==> src/hdl/mas_pkg.sv <==
`default_nettype none

package mas_pkg;

  localparam int MAX_DIM    = 64;
  localparam int DATA_W     = 32;
  localparam int IDX_W      = $clog2(MAX_DIM);
  localparam int ADDR_W     = 2 * IDX_W;
  localparam int DIM_W      = IDX_W + 1;
  localparam int MODE_W     = 2;
  localparam int OPER_W     = 2;
  localparam int CFG_IDX_W  = 3;
  localparam int CFG_W      = DIM_W;
  localparam int QUEUE_DEPTH = 2;
  localparam int QUEUE_AW   = $clog2(QUEUE_DEPTH);
  localparam int QUEUE_CW   = $clog2(QUEUE_DEPTH + 1);

  localparam logic [OPER_W-1:0] OPER_WR_A  = 2'd0;
  localparam logic [OPER_W-1:0] OPER_WR_B  = 2'd1;
  localparam logic [OPER_W-1:0] OPER_QUERY = 2'd2;

  localparam logic [MODE_W-1:0] MODE_ADD = 2'd0;
  localparam logic [MODE_W-1:0] MODE_SUB = 2'd1;
  localparam logic [MODE_W-1:0] MODE_MUL = 2'd2;

  localparam logic [CFG_IDX_W-1:0] CFG_OP_MODE = 3'd0;
  localparam logic [CFG_IDX_W-1:0] CFG_ROWS_A  = 3'd1;
  localparam logic [CFG_IDX_W-1:0] CFG_COLS_A  = 3'd2;
  localparam logic [CFG_IDX_W-1:0] CFG_ROWS_B  = 3'd3;
  localparam logic [CFG_IDX_W-1:0] CFG_COLS_B  = 3'd4;

  typedef enum logic [2:0] {
    KIND_WR_A,
    KIND_WR_B,
    KIND_ERR,
    KIND_ADD,
    KIND_SUB,
    KIND_MUL
  } kind_t;

  typedef struct packed {
    kind_t              kind;
    logic [IDX_W-1:0]   row;
    logic [IDX_W-1:0]   col;
    logic [DATA_W-1:0]  value;
    logic [DIM_W-1:0]   len;
  } entry_t;

  typedef struct packed {
    logic empty;
    logic full;
  } q_status_t;

  typedef enum logic [1:0] {
    BST_IDLE,
    BST_ARD,
    BST_MUL,
    BST_DONE
  } bst_t;

endpackage

`default_nettype wire

==> src/hdl/mas_front.sv <==
`default_nettype none

module mas_front import mas_pkg::*; (
  input  wire logic                    clk,
  input  wire logic                    rst_n,
  input  wire logic                    cfg_wr_en,
  input  wire logic [CFG_IDX_W-1:0]    cfg_index,
  input  wire logic [CFG_W-1:0]        cfg_wdata,
  input  wire logic                    in_valid,
  output      logic                    in_stall,
  input  wire logic [OPER_W-1:0]       in_operation,
  input  wire logic [IDX_W-1:0]        in_row,
  input  wire logic [IDX_W-1:0]        in_col,
  input  wire logic signed [DATA_W-1:0] in_value,
  input  wire q_status_t               q_stat,
  output      logic                    push,
  output      entry_t                  push_entry
);

  logic [MODE_W-1:0] op_mode_r;
  logic [DIM_W-1:0]  rows_a_r;
  logic [DIM_W-1:0]  cols_a_r;
  logic [DIM_W-1:0]  rows_b_r;
  logic [DIM_W-1:0]  cols_b_r;

  logic [DIM_W-1:0]  row_ext;
  logic [DIM_W-1:0]  col_ext;
  logic              err_addsub;
  logic              err_mul;
  logic              query_err;

  localparam logic [DIM_W-1:0] DIM_MAX = DIM_W'(MAX_DIM);
  localparam logic [DIM_W-1:0] DIM_ONE = DIM_W'(1);

  always_ff @(posedge clk) begin
    if (!rst_n) begin
      op_mode_r <= MODE_ADD;
      rows_a_r  <= DIM_ONE;
      cols_a_r  <= DIM_ONE;
      rows_b_r  <= DIM_ONE;
      cols_b_r  <= DIM_ONE;
    end else if (cfg_wr_en) begin
      case (cfg_index)
        CFG_OP_MODE: op_mode_r <= cfg_wdata[MODE_W-1:0];
        CFG_ROWS_A:  rows_a_r  <= cfg_wdata;
        CFG_COLS_A:  cols_a_r  <= cfg_wdata;
        CFG_ROWS_B:  rows_b_r  <= cfg_wdata;
        CFG_COLS_B:  cols_b_r  <= cfg_wdata;
        default: ;
      endcase
    end
  end

  assign row_ext = {1'b0, in_row};
  assign col_ext = {1'b0, in_col};

  assign err_addsub = (rows_a_r != rows_b_r) || (cols_a_r != cols_b_r) ||
                      (rows_a_r > DIM_MAX) || (cols_a_r > DIM_MAX) ||
                      (row_ext >= rows_a_r) || (col_ext >= cols_a_r);

  assign err_mul = (cols_a_r != rows_b_r) || (rows_a_r > DIM_MAX) ||
                   (cols_a_r > DIM_MAX) || (cols_b_r > DIM_MAX) ||
                   (row_ext >= rows_a_r) || (col_ext >= cols_b_r);

  always_comb begin
    case (op_mode_r)
      MODE_ADD, MODE_SUB: query_err = err_addsub;
      MODE_MUL:           query_err = err_mul;
      default:            query_err = 1'b1;
    endcase
  end

  assign in_stall = q_stat.full;

  always_comb begin
    push_entry.row   = in_row;
    push_entry.col   = in_col;
    push_entry.value = in_value;
    push_entry.len   = cols_a_r;
    push_entry.kind  = KIND_ERR;
    push             = 1'b0;
    case (in_operation)
      OPER_WR_A: begin
        push_entry.kind = KIND_WR_A;
        push            = in_valid && !q_stat.full;
      end
      OPER_WR_B: begin
        push_entry.kind = KIND_WR_B;
        push            = in_valid && !q_stat.full;
      end
      OPER_QUERY: begin
        if (query_err) begin
          push_entry.kind = KIND_ERR;
        end else if (op_mode_r == MODE_MUL) begin
          push_entry.kind = KIND_MUL;
        end else if (op_mode_r == MODE_SUB) begin
          push_entry.kind = KIND_SUB;
        end else begin
          push_entry.kind = KIND_ADD;
        end
        push = in_valid && !q_stat.full;
      end
      default: push = 1'b0;
    endcase
  end

endmodule

`default_nettype wire

==> config.mk <==
export PLATFORM = sky130hd
export DESIGN_NAME = mas_front
export DESIGN_NICKNAME = d
export VERILOG_FILES = /design/src/hdl/mas_pkg.sv /design/src/hdl/mas_front.sv
export SDC_FILE = /design/constraint.sdc
export NUM_CORES = 1
export LEC_CHECK = 0
export ABC_AREA = 1
export BUFFER_PORTS_ARGS = -buffer_cell sky130_fd_sc_hd__clkbuf_2
export CORE_MARGIN = 3
export CORE_UTILIZATION = 47
export CTS_CLUSTER_SIZE = 16
export DETAILED_ROUTE_END_ITERATION = 10
export HOLD_SLACK_MARGIN = 0.08
export PLACE_DENSITY_LB_ADDON = 0.1
export SETUP_SLACK_MARGIN = 0.15
export SYNTH_ARGS = -nofsm -noshare
export SYNTH_HDL_FRONTEND = slang
export SYNTH_SLANG_ARGS = --single-unit
==> constraint.sdc <==
create_clock -name clk -period 2.08 [get_ports clk]
set_input_delay 0.208 -clock clk [delete_from_list [all_inputs] [get_ports clk]]
set_output_delay 0.208 -clock clk [all_outputs]
set_load 0.02 [all_outputs]
==> results.txt <==
After synthesis, the share of cell area in mux cells is 0. On the final layout, the worst hold slack is 0.221 ns. Clock latency on the worst-skew pair, taken at its later pin, is 0.28 ns.

The most used cell along the critical path is nand2_1. Leaving out fill and tap cells, the most frequent cells in the layout are 70 x nand2_1, 49 x clkbuf_2, 35 x inv_1. The setup skew after layout came out at 0 ns. The initial antenna violation count is 0.

The area share of and/or/nand/nor cells after synthesis came out at 0.241. The stage delay of the slowest cell on the critical path is 0.34 ns. The final reports fail on setup timing. The starting DRC count in detailed routing is 92. The total standard cell area after synthesis came out at 0.00242 mm^2. The total overflow left after global routing is 0. Entering global routing, the biggest net connects 31 pins. The number of nets with antenna violations after routing came out at 0. The power per cell area came out at 558 mW/mm^2.

For this configuration, the core starts out at a cell density of 0.500. The routed via count is 2,207. The classification of the worst-slack hold path is input port to flop. The adder and majority gate portion of the synthesized area came out at 0.114.

The area inside the core boundary is 0.00485 mm^2. Compared with the post-synthesis result, the final layout area differs by 13.7%. The count of standard-cell rows is 25. The post-synthesis xor/xnor area fraction came out at 0.0108. The analysis attributes to cell leakage a power of 1.32 nW.

The startpoint type of the worst setup path is a flop. The number of I/O pins came out at 118. Dividing the final minimum period by the clock period gives 1.02. The count of final setup violators came out at 3. The setup TNS is -0.0817 ns. After synthesis, the largest family of logic cells by area is simple AND/OR/NAND/NOR gates. CTS placed an instance of clkbuf_8 at the clock tree root. In the synthesized netlist, the number of instances is 366.

A synthesized cell averages 6.63 um^2. The CTS H-tree depth came out at 2. The max-cap check violation count came out at 0. The post-route minimum period is 2.12 ns. STA classifies the critical path endpoint as a primary output. The final routed wirelength across all metal layers is 5.70 mm. The maximum fanout encountered on the critical timing path came out at 2. The detail-routed net length per standard cell came out at 12.6 um. The number of synthesis warnings is 0.

TritonCTS built the clock tree. Detailed placement finished with a half-perimeter wire length of 4.31 mm. The post-route cell area is 0.00276 mm^2. The antenna cell count is 0. The flow ran to the end, but the final reports show violations. The congestion estimate from routability-driven global placement came to 0.812. The number of clock sinks is 30. The library cell used most frequently in the layout, excluding fill and tap cells, is nand2_1.

Setup repair after global routing could not meet its margin everywhere. In this run the vertical extent of the chip is 77.8 um. The number of nets handed over by synthesis was 450.

The number of max-slew violations in the final report came to 0. The average via count per standard cell is 4.88. The achievable clock frequency is 0.473 GHz. The clock transition at the registers of the reported paths came out at 0.06 ns. The ratio of cells with drive above 1 in the final layout is 0.348.

The number of flip-flops and latches in the synthesized netlist came out at 30. The worst setup path is of the flop to primary output kind. The data arrival time of the worst path came out at 1.91 ns. The fraction of the yosys area taken by sequential cells is 0.248. The relative slew slack came out at 0.645. The total clock buffers created by CTS came out at 5. The instance area after placement came out at 0.00241 mm^2. For this run, the total global-route usage over all layers was measured as 0.196. Across all setup checks in the final design, the least slack found is -0.0355 ns.

The maximum buffer depth of the clock tree is 2. The critical-path cell with the highest stage delay is dfxtp_2. The critical path required time came out at 1.87 ns. The number of endpoints with negative hold slack in the final report came out at 0. The final layout contains 468 nets.

The number of I/O port buffers is 52. The distinct cell type count after synthesis came out at 25. The compound-cell area share of the yosys netlist was 0.151.

The number of detailed-route iterations in the first pass came out at 6. The number of global-route vias before repair is 2,063. Traced cell by cell, the critical path runs through inv_2, ha_4, a21oi_2, nand2_1, nand2_1, nand2_2, nor2_4, o21bai_4, nor2_2, nand3_2, nand2_1, inv_1, clkbuf_8. In this run the horizontal extent of the chip is 77.8 um.

The worst vdd rail ir drop is 0.356 mV. Measured on the finished design, the core utilization comes to 0.569. The slew at the pin with the worst max-slew slack is 0.533 ns. The remaining routing DRC violations came out at 0. The floorplan step defined a die boundary enclosing 0.00606 mm^2. The first global-routing pass estimated 9.58 mm of wire.
-- registers in the layout, summed over array words and instances, names as in the netlist --
signal,count
cols_a_r,7
cols_b_r,7
op_mode_r,2
rows_a_r,7
rows_b_r,7
-- where the power goes --
part | switching, W | internal [W]
clock | 0.000218 | 0.000334
combinational | 0.000221 | 0.000150
sequential | 0.0000206 | 0.000594
total | 0.000459 | 0.00108
-- cells by family (layout without fill, tap and decap cells) --
| logic type | after synthesis | after routing |
|---|---|---|
| compound gates | 68 | 68 |
| xor+xnor | 3 | 3 |
| fa+ha+maj | 22 | 22 |
| buf+inv | 106 | 125 |
| flops | 30 | 30 |
| simple gates | 137 | 137 |
-- final timing paths --
| kind | start | endpoint | slack, ns | cells after the start |
|---|---|---|---|---|
| worst max-delay path | rows_a_r[2]$_SDFFE_PN0P_ | push_entry[52] | -0.04 | 13 |
| worst min register to register | rows_a_r[1]$_SDFFE_PN0P_ | rows_a_r[1]$_SDFFE_PN0P_ | 0.48 | 2 |
| worst min-delay path | cfg_wdata[0] | cols_a_r[0]$_SDFFE_PN1P_ | 0.22 | 3 |
| worst max register to register | rows_a_r[2]$_SDFFE_PN0P_ | rows_a_r[2]$_SDFFE_PN0P_ | 1.26 | 4 |
-- area by class of cell --
cell class / count / area (um^2)
inverters: 54 / 203
flip-flops and latches: 30 / 629
fillers: 503 / 2090
clock buffers: 8 / 110
multi-input cells: 230 / 1360
well taps: 67 / 83.8
repair buffers: 63 / 369
-- critical path: cells and delay by family, from the launching register on --
family          cells  cell delay, ns
flops               1            0.34
simple gates        7            0.62
buf+inv             3            0.23
fa+ha+maj           1            0.24
compound gates      2            0.19
-- metrics by stage --
| step | worst slack (ns) | std cells | power (W) |
|---|---|---|---|
| finish | -0.0355 | 452 | 0.00154 |
| detailed placement | 0.0255 | 434 | 0.000953 |
| floorplan | 0.289 | 366 | 0.000950 |
| global route | -0.142 | 452 | 0.00164 |
| CTS | -0.0336 | 450 | 0.00154 |
| global placement | 0.0660 | 434 | 0.000949 |
-- per-layer routing --
layer,wire length [um],track usage,vias to the layer above
li1,-,-,1154
met1,2680,0.254,971
met2,2600,0.324,69
met3,342,0.0360,13
met4,72,0.0676,0
met5,0,0,-
-- timing repair --
action                                  CTS  global route
buffers inserted                          8             2
pin swaps                                13             9
endpoints found under the setup margin    3             3
resized for setup                        42             7
hold buffers                              0             0
-- cell usage after synthesis, drive strengths merged --
cell type	count	area, um^2
a21oi	29	149
nand2	77	302
nand3	11	60.1
o21ai	35	175
nor3	8	55.1
buf	49	358
dfxtp	30	601
o21a	1	7.51
o211ai	2	15.0
nor2	39	156
xor2	3	26.3
o21bai	1	18.8
ha	22	275
clkbuf	3	11.3
nand4	2	12.5
inv	54	203
(Power assumes the default switching activity.)
