<file path="config.mk">
export PLATFORM = sky130hd
export DESIGN_NAME = mas_queue
export DESIGN_NICKNAME = d
export VERILOG_FILES = /design/src/hdl/mas_pkg.sv /design/src/hdl/mas_queue.sv
export SDC_FILE = /design/constraint.sdc
export NUM_CORES = 1
export LEC_CHECK = 0
export ABC_AREA = 1
export BUFFER_PORTS_ARGS = -buffer_cell sky130_fd_sc_hd__buf_2
export CAP_MARGIN = 20
export CORE_UTILIZATION = 25
export CTS_CLUSTER_SIZE = 14
export DETAILED_ROUTE_END_ITERATION = 12
export PLACE_DENSITY = 0.45
export SYNTH_ARGS = -nofsm -noshare
export SYNTH_HDL_FRONTEND = slang
export SYNTH_SLANG_ARGS = --single-unit
</file>
<file path="constraint.sdc">
create_clock -name clk -period 3.5 [get_ports clk]
set_clock_uncertainty 0.2 [all_clocks]
set_input_delay 0.7 -clock clk [delete_from_list [all_inputs] [get_ports clk]]
set_output_delay 0.7 -clock clk [all_outputs]
set_load 0.005 [all_outputs]
</file>
<file path="src/hdl/mas_pkg.sv">
`default_nettype none

package mas_pkg;

  localparam int MAX_DIM    = 64;
  localparam int DATA_W     = 32;
  localparam int IDX_W      = $clog2(MAX_DIM);
  localparam int ADDR_W     = 2 * IDX_W;
  localparam int DIM_W      = IDX_W + 1;
  localparam int MODE_W     = 2;
  localparam int OPER_W     = 2;
  localparam int CFG_IDX_W  = 3;
  localparam int CFG_W      = DIM_W;
  localparam int QUEUE_DEPTH = 2;
  localparam int QUEUE_AW   = $clog2(QUEUE_DEPTH);
  localparam int QUEUE_CW   = $clog2(QUEUE_DEPTH + 1);

  localparam logic [OPER_W-1:0] OPER_WR_A  = 2'd0;
  localparam logic [OPER_W-1:0] OPER_WR_B  = 2'd1;
  localparam logic [OPER_W-1:0] OPER_QUERY = 2'd2;

  localparam logic [MODE_W-1:0] MODE_ADD = 2'd0;
  localparam logic [MODE_W-1:0] MODE_SUB = 2'd1;
  localparam logic [MODE_W-1:0] MODE_MUL = 2'd2;

  localparam logic [CFG_IDX_W-1:0] CFG_OP_MODE = 3'd0;
  localparam logic [CFG_IDX_W-1:0] CFG_ROWS_A  = 3'd1;
  localparam logic [CFG_IDX_W-1:0] CFG_COLS_A  = 3'd2;
  localparam logic [CFG_IDX_W-1:0] CFG_ROWS_B  = 3'd3;
  localparam logic [CFG_IDX_W-1:0] CFG_COLS_B  = 3'd4;

  typedef enum logic [2:0] {
    KIND_WR_A,
    KIND_WR_B,
    KIND_ERR,
    KIND_ADD,
    KIND_SUB,
    KIND_MUL
  } kind_t;

  typedef struct packed {
    kind_t              kind;
    logic [IDX_W-1:0]   row;
    logic [IDX_W-1:0]   col;
    logic [DATA_W-1:0]  value;
    logic [DIM_W-1:0]   len;
  } entry_t;

  typedef struct packed {
    logic empty;
    logic full;
  } q_status_t;

  typedef enum logic [1:0] {
    BST_IDLE,
    BST_ARD,
    BST_MUL,
    BST_DONE
  } bst_t;

endpackage

`default_nettype wire

</file>
<file path="src/hdl/mas_queue.sv">
`default_nettype none

module mas_queue import mas_pkg::*; (
  input  wire logic   clk,
  input  wire logic   rst_n,
  input  wire logic   push,
  input  wire entry_t push_entry,
  input  wire logic   pop,
  output      entry_t head,
  output      q_status_t q_stat
);

  entry_t              slot_r [QUEUE_DEPTH];
  logic [QUEUE_AW-1:0] wr_ptr_r;
  logic [QUEUE_AW-1:0] rd_ptr_r;
  logic [QUEUE_CW-1:0] count_r;
  logic [QUEUE_CW-1:0] count_nxt;

  localparam logic [QUEUE_CW-1:0] COUNT_FULL = QUEUE_CW'(QUEUE_DEPTH);
  localparam logic [QUEUE_CW-1:0] COUNT_ONE  = QUEUE_CW'(1);

  always_comb begin
    count_nxt = count_r;
    if (push && !pop) begin
      count_nxt = count_r + COUNT_ONE;
    end else if (pop && !push) begin
      count_nxt = count_r - COUNT_ONE;
    end
  end

  always_ff @(posedge clk) begin
    if (!rst_n) begin
      wr_ptr_r <= '0;
      rd_ptr_r <= '0;
      count_r  <= '0;
    end else begin
      if (push) begin
        wr_ptr_r <= wr_ptr_r + QUEUE_AW'(1);
      end
      if (pop) begin
        rd_ptr_r <= rd_ptr_r + QUEUE_AW'(1);
      end
      count_r <= count_nxt;
    end
  end

  always_ff @(posedge clk) begin
    if (push) begin
      slot_r[wr_ptr_r] <= push_entry;
    end
  end

  assign head         = slot_r[rd_ptr_r];
  assign q_stat.empty = (count_r == '0);
  assign q_stat.full  = (count_r == COUNT_FULL);

endmodule

`default_nettype wire

</file>
==> results of run 1 <==
per-layer routing:
layer / global-route usage, % / part of all wire, %
met3: 4.65 / 6.9
met1: 11.0 / 44
met5: 0 / 0
met2: 14.9 / 48
met4: 6.18 / 2.0
state kept, by name, summed over array words and instances (netlist names), named ones only:
name / count
slot_r: 108
count_r: 2
rd_ptr_r: 1
wr_ptr_r: 1
cell usage after synthesis:
| cell | n |
|---|---|
| a21oi_1 | 1 |
| buf_12 | 5 |
| buf_6 | 1 |
| dfxtp_1 | 5 |
| edfxtp_1 | 108 |
| ha_1 | 1 |
| inv_1 | 8 |
| mux2_2 | 4 |
| mux2_4 | 50 |
| nand2_1 | 8 |
| nand3_1 | 1 |
| nand4_1 | 1 |
| nor2_1 | 9 |
| o21ai_0 | 1 |
final timing paths:
kind,endpoint,slack [ns],depth (start not counted)
worst max-delay path,head[38],0.74,3
worst min-delay path,slot_r[1][5]$_DFFE_PP_,0.27,1
worst max register to register,slot_r[0][44]$_DFFE_PP_,1.75,2
worst min register to register,rd_ptr_r$_SDFFE_PN0P_,0.31,2
cell families after synthesis:
family	after synthesis	synth area share [%]
fa+ha+maj	1	0.286
compound gates	2	0.228
simple gates	19	1.71
mux	54	18.2
buf+inv	14	3.23
flops	113	76.4
cell type report:
cell class | count | area share [%]
Sequential cell | 113 | 57.4
Multi-Input combinational cell | 76 | 15.4
Timing Repair Buffer | 116 | 10.7
Clock buffer | 19 | 7.42
Tap cell | 225 | 4.82
Clock inverter | 13 | 3.69
Inverter | 8 | 0.515
Antenna cell | 1 | 0.0429
where the power goes:
group / internal (W) / switching [W] / total (W)
registers: 0.00157 / 0.0000284 / 0.00159
clock network: 0.00132 / 0.000579 / 0.00190
logic: 0.000161 / 0.000126 / 0.000287
total: 0.00305 / 0.000733 / 0.00378
per-stage QoR:
| stage | util (%) | worst slack (ns) | area (µm²) |
|---|---|---|---|
| floorplan | - | 0.758 | 4380 |
| global placement | 30.2 | 1.12 | 5180 |
| detailed placement | 30.2 | 1.12 | 5180 |
| CTS | 34.0 | 0.668 | 5830 |
| global route | 34.0 | 0.617 | 5830 |
| finish | 34.0 | 0.736 | 5840 |
cell usage in the layout (no fill, tap or decap), drive strengths merged:
master	count
o21ai	1
nand4	1
clkinv	5
bufinv	6
a21oi	1
ha	1
inv	8
mux2	54
edfxtp	108
nor2	9
nand2	8
dfxtp	5
buf	116
clkinvlp	2
diode	1
clkbuf	19
nand3	1
==> flow_summary.ini, run 1 <==
[sta]
relSlewSlack_pct = 57.0
setup_viol = 0
tns_ns = 0
drv_slew = 0
post-route-min-period_ns = 2.76
period_share_pct = 79.0
whs_ns = 0.270
hold_viol_final = 0
tightest_slew_ns = 0.643
max_freq_mhz = 362
rsz0062_at_grt = no

[power_and_ir_drop]
power_density_mw_per_mm2 = 648
peakVddDrop_uv = 326
power_w = 0.00378
leakage_nw = 2.32

[worst_setup_path]
slowest_delay_ns = 0.60
slowest_stage = dfxtp_4
worstSetupStartpointType = flop
worst-setup-path-type = flop to output port
end_kind = output port
cp_cell_sequence = buf_12 > mux2_2 > buf_2
path_buf_inv = 2
r2r_start = wr_ptr_r$_SDFFE_PN0P_
crit_arrival_ns = 1.86
critPathRequiredTime_ns = 2.60
path_max_fanout = 35
crit_family = flip-flops

[global_route]
grt_overflow_total = 0
antenna_found_initial = 1
grt_pass1_wl_um = 12500
track_usage_pct = 9.80
grt_pass1_vias = 2298
grt_start_max_net_pins = 37

[yosys]
yosysWarnings = 0
synthesis.nets = 262
synth_seq_cells = 113
avgSynthCellArea_um2 = 21.6
synth_top_cell_by_area = edfxtp_1
synthTopCellsByArea = edfxtp_1 (74%), mux2_4 (17%), buf_12 (2.3%)
synthCells = 203
synth.top_cell.area_share_pct = 74.1
yosysSeqAreaShare_pct = 76.4
syn_area_mm2 = 0.00438
yosysUniqueCellTypes = 14

[floorplanning]
coreArea_mm2 = 0.0172
die_h_um = 134
die_w_um = 134
die_area_mm2 = 0.0180
boundaryPins = 114
rows = 48
initial_utilization_pct = 25.5

[routing]
drt_iter0_drc = 85
post_drt_wl_per_cell_um = 14.4
totalWireLength_um = 8250
dr.pass1.iters = 4
vias = 2205
ant_nets = 0
drcViolationCount = 0
vias_per_cell = 3.86

[placement]
portBuffers = 113
place_congestion = 0.647
dp_hpwl_um = 5060
numPlacedInstances = 538

[clock_tree]
cts-htree-levels = 4
clockBufferDepth = 2
insertion_delay_ns = 0.42
cts_buffers = 17
cts_resized = 0
cts_root_buf = clkbuf_16
postCtsHoldBufs = 0
cts_tree = yes
cts_setup_buffers = 0
cts.clk_slew.worst_paths_ns = 0.05
cts_sinks = 113

[cells_and_area]
n_fill_cell = 1718
multi_input_area_um2 = 901
stdcell_count = 571
drive_gt1_share_pct = 57.7
regArea_mm2 = 0.00335
fin_nets = 391
syn_to_final_growth_pct = 33.3

[outcome]
outcome = finished clean

[min_path]
hp-start = push_entry[5]
min_path_type = input port to flop

[job]
max_cap_viol_count = 0
Note: power is estimated with default switching activity, not from simulation.
==> run 2, diff against run 1 <==
==> constraint.sdc (replaced) <==
create_clock -name clk -period 2.2 [get_ports clk]
set_clock_uncertainty 0.2 [all_clocks]
set_input_delay 0.44 -clock clk [delete_from_list [all_inputs] [get_ports clk]]
set_output_delay 0.44 -clock clk [all_outputs]
set_load 0.005 [all_outputs]
==> run 2 against run 1 <==
Against the previous run:
- non-clock buffer count rose by 22
- cell count rose by 3.5%
- die area did not move
- wire length fell by 3.0%
- register-to-register slack got worse by 0.95 ns
- cell area rose by 1.8%
- hold slack got worse by 0.25 ns
==> flow_summary.ini, run 2 (synthesized netlist as in run 1, its figures left out) <==
[worst_setup_path]
path_max_fanout = 22
crit_arrival_ns = 1.48
worstSetupStartpointType = flop
worst-setup-path-type = flop to output port
cp_cell_sequence = buf_12 > mux2_4 > buf_2
critPathRequiredTime_ns = 1.56
slowest_delay_ns = 0.39
slowest_stage = dfxtp_4
end_kind = output port

[routing]
post_drt_wl_per_cell_um = 13.5
dr.pass1.iters = 4
drcViolationCount = 0
totalWireLength_um = 8000
vias = 2263
drt_iter0_drc = 100
vias_per_cell = 3.83
ant_nets = 0

[floorplanning]
rows = 48
coreArea_mm2 = 0.0172
die_area_mm2 = 0.0180
die_h_um = 134
boundaryPins = 114
initial_utilization_pct = 25.5
die_w_um = 134

[power_and_ir_drop]
leakage_nw = 2.37
power_density_mw_per_mm2 = 929
peakVddDrop_uv = 485

[clock_tree]
cts_buffers = 17
cts-htree-levels = 4
cts_resized = 0
cts.clk_slew.worst_paths_ns = 0.05
cts_root_buf = clkbuf_16
clockBufferDepth = 2
cts_sinks = 113
insertion_delay_ns = 0.41
cts_tree = yes

[cells_and_area]
regArea_mm2 = 0.00335
multi_input_area_um2 = 901
reg_top3 = slot_r x108, count_r x2
drive_gt1_share_pct = 54.6
n_fill_cell = 1719
final_core_util_pct = 34.6
antennaDiodeCount = 0
layout_common_cells = buf_2 (113), edfxtp_1 (108), mux2_4 (50)
final_common_cell = buf_2
largest_reg_flops = 108
syn_to_final_growth_pct = 35.7
top_register = slot_r
fin_nets = 413

[min_path]
min_path_type = input port to flop

[sta]
max_freq_mhz = 472
post-route-min-period_ns = 2.12
tns_ns = 0
rsz0062_at_grt = no
period_share_pct = 96.4
tightest_slew_ns = 0.321
drv_slew = 0
relSlewSlack_pct = 78.6
hold_viol_final = 0
setup_viol = 0

[global_route]
grt_overflow_total = 0
grt_pass1_vias = 2385
grt_pass1_wl_um = 12200
track_usage_pct = 9.45
grt_start_max_net_pins = 35
antenna_found_initial = 0

[job]
max_cap_viol_count = 0

[placement]
portBuffers = 113
place_congestion = 0.632

[outcome]
outcome = finished clean
run 2: cell types whose count changed in the layout (fill, tap and decap cells not counted), sizes merged:
cell | before | now
clkinv | 5 | 8
buf | 116 | 121
clkbuf | 19 | 21
diode | 1 | 0
bufinv | 6 | 2
dlygate4sd3 | 0 | 17
clkinvlp | 2 | 0
run 2: area by class of cell:
| cell class | count | share of cell area (%) |
|---|---|---|
| well taps | 225 | 4.74 |
| clock buffers | 21 | 7.42 |
| clock inverters | 10 | 1.58 |
| flip-flops and latches | 113 | 56.4 |
| repair buffers | 138 | 14.2 |
| multi-input cells | 76 | 15.2 |
| inverters | 8 | 0.506 |
run 2: metal layers:
layer / wire, µm / up-vias / global-route usage, %
met1: 3520 / 1093 / 10.9
met5: 0 / - / 0
li1: - / 1080 / -
met3: 493 / 11 / 3.85
met2: 3800 / 79 / 14.7
met4: 185 / 0 / 5.81
run 2: critical path, delay by kind of cell (launching register included):
| family | cells | cell delay (ns) |
|---|---|---|
| buf+inv | 2 | 0.34 |
| flops | 1 | 0.39 |
| mux | 1 | 0.32 |
run 2: path summary, 6_finish.rpt:
check,from,slack (ns),endpoint,cells after the start
worst max-delay path,flop,0.08,head[36],3
worst min-delay path,push_entry[40],0.02,slot_r[1][40]$_DFFE_PP_,1
worst max register to register,wr_ptr_r$_SDFFE_PN0P_,0.80,slot_r[1][53]$_DFFE_PP_,3
worst min register to register,rd_ptr_r$_SDFFE_PN0P_,0.30,flop,2
run 2: report_power, final:
| group | switching, W | internal [W] |
|---|---|---|
| Clock | 0.000864 | 0.00163 |
| Sequential | 0.0000326 | 0.00249 |
| Combinational | 0.000215 | 0.000287 |
| Total | 0.00111 | 0.00440 |
run 2: stage by stage:
step	total power, W	cells	setup slack [ns]	instance area, µm²	hold WS, ns
3_5_place_dp	0.00306	541	0.314	5220	0.287
2_1_floorplan	0.00285	203	0.0294	4390	0.263
6_report	0.00552	591	0.0794	5940	0.0238
4_1_cts	0.00561	591	0.0439	5940	0.000144
5_1_grt	0.00573	591	0.0283	5940	0.000825
3_3_place_gp	0.00305	541	0.321	5220	0.275
run 2: timing repair:
action	CTS	global route
endpoints found under the setup margin	42	0
hold endpoints to repair	31	0
hold buffers	17	0
buffers inserted	2	0
==> run 3, diff against run 2 <==
--- a/config.mk
+++ b/config.mk
@@ -8,10 +8,10 @@
 export ABC_AREA = 1
 export BUFFER_PORTS_ARGS = -buffer_cell sky130_fd_sc_hd__buf_2
 export CAP_MARGIN = 20
-export CORE_UTILIZATION = 25
+export CORE_UTILIZATION = 47
 export CTS_CLUSTER_SIZE = 14
 export DETAILED_ROUTE_END_ITERATION = 12
-export PLACE_DENSITY = 0.45
+export PLACE_DENSITY = 0.75
 export SYNTH_ARGS = -nofsm -noshare
 export SYNTH_HDL_FRONTEND = slang
 export SYNTH_SLANG_ARGS = --single-unit
==> constraint.sdc (replaced) <==
create_clock -name clk -period 1.9 [get_ports clk]
set_clock_uncertainty 0.2 [all_clocks]
set_input_delay 0.38 -clock clk [delete_from_list [all_inputs] [get_ports clk]]
set_output_delay 0.38 -clock clk [all_outputs]
set_load 0.005 [all_outputs]
==> run 3 against run 2 <==
Against the previous run:
- largest power group unchanged
- hold slack improved by 0.086 ns
- wire length increased by 6.9%
- the run now ends with design-rule violations, negative setup slack left
- first-iteration DRC count decreased by 15%
==> flow_summary.ini, run 3 (synthesized netlist as in run 1, its figures left out) <==
[sta]
setup_viol = 54
setup_slack_ns = -0.268
rsz0062_at_grt = yes
period_share_pct = 114
post-route-min-period_ns = 2.17
hold_viol_final = 0
relSlewSlack_pct = 79.8
max_freq_mhz = 461
tightest_slew_ns = 0.303
drv_slew = 0

[routing]
vias = 2477
dr.pass1.iters = 10
vias_per_cell = 4.81
totalWireLength_um = 8550
drcViolationCount = 4
drt_iter0_drc = 85
post_drt_wl_per_cell_um = 16.6
ant_nets = 0

[placement]
dpl_cell_area_mm2 = 0.00508
portBuffers = 113
dp_hpwl_um = 4410
dp_slack_ns = 0.243
numPlacedInstances = 423
place_congestion = 0.643

[floorplanning]
die_area_mm2 = 0.00971
die_w_um = 98.5
die_h_um = 98.5
initial_utilization_pct = 49.5
coreArea_mm2 = 0.00885
boundaryPins = 114
rows = 34

[clock_tree]
cts_sinks = 113
cts.clk_slew.worst_paths_ns = 0.05
cts_tree = yes
cts_root_buf = clkbuf_8
cts_buffers = 17
insertion_delay_ns = 0.49
clockBufferDepth = 2
cts-htree-levels = 4

[power_and_ir_drop]
peakVddDrop_uv = 788
power_w = 0.00661
leakage_nw = 2.69
power_density_mw_per_mm2 = 998

[global_route]
track_usage_pct = 18.1
grt_overflow_total = 0
grt_pass1_wl_um = 12700
antenna_found_initial = 0
grt_pass1_vias = 2642
grt_start_max_net_pins = 55

[cells_and_area]
drive_gt1_share_pct = 50.6
finish.instance_area_mm2 = 0.00662
layout_common_cells = edfxtp_1 (108), buf_2 (60), dlygate4sd3_1 (57)
multi_input_area_um2 = 916
top_register = slot_r
reg_top3 = slot_r x108, count_r x2
syn_to_final_growth_pct = 51.3
regArea_mm2 = 0.00335
antennaDiodeCount = 0
fin_nets = 453
stdcell_count = 515
final_common_cell = edfxtp_1
largest_reg_flops = 108
n_fill_cell = 520

[worst_setup_path]
worstSetupStartpointType = flop
slowest_delay_ns = 0.40
path_buf_inv = 2
rr_worst_depth = 4
path_max_fanout = 28
end_kind = output port
critPathRequiredTime_ns = 1.32
cp_cell_sequence = buf_16 > mux2_4 > buf_6
reg2reg_to = wr_ptr_r$_SDFFE_PN0P_
worst-setup-path-type = flop to output port
crit_arrival_ns = 1.59
crit_family = flip-flops
slowest_stage = dfxtp_4
r2r_start = wr_ptr_r$_SDFFE_PN0P_
r2r_setup_slack_ns = 0.40

[min_path]
min_path_type = input port to flop
hold_end = count_r[0]$_SDFFE_PN0P_
hp-start = push
min_path_cells = 3

[outcome]
violations = design-rule violations, negative setup slack
outcome = finished, violations left

[job]
max_cap_viol_count = 0
## run 3: stage by stage
step                TNS (ns)  util (%)  hold slack (ns)
floorplan                  0         -            0.263
global placement           0      57.4            0.277
detailed placement         0      57.4            0.290
CTS                   -14.12      72.6           0.0856
global route          -16.21      74.9            0.121
finish                -12.86      74.9            0.110
## run 3: worst max path at each step
stage,cells past startpoint,start,endpoint,slack [ns]
after detailed placement,3,flop,head[43],0.24
after floorplan,2,push,slot_r[1][0]$_DFFE_PP_,0.05
after CTS,3,flop,head[41],-0.30
final,3,flop,head[30],-0.27
after global placement,3,flop,head[37],0.25
after global routing,3,flop,head[30],-0.33
## run 3: per-layer routing
layer / global-route usage (%) / routed length, µm
met5: 0 / 0
met4: 8.15 / 93
met3: 6.60 / 507
met2: 32.4 / 4680
met1: 19.1 / 3260
## run 3: worst register-to-register path, stage by stage, from the launching register on
cell and delay [ns]:
dfxtp_1 0.39, nand2_1 0.13, nand2_1 0.08, nor2_1 0.04, dlygate4sd3_1 0.55
## run 3: timing repair
action	4_1_cts	5_1_grt
hold buffers	57	0
endpoints found under the hold margin	113	0
cloned	2	0
setup endpoints to repair	54	54
setup buffers	1	0
resized for setup	27	33
## run 3: layout make-up
cell class	instances	share of cell area (%)
clock buffers	19	6.37
inverters	8	0.510
clock inverters	13	1.81
well taps	108	2.04
flip-flops and latches	113	50.5
repair buffers	178	24.9
multi-input cells	76	13.8
## run 3: power by group
| group | total [W] | switching (W) | internal, W |
|---|---|---|---|
| Clock | 0.00286 | 0.00102 | 0.00183 |
| Combinational | 0.000828 | 0.000303 | 0.000526 |
| Sequential | 0.00292 | 0.0000420 | 0.00288 |
| Total | 0.00661 | 0.00137 | 0.00524 |
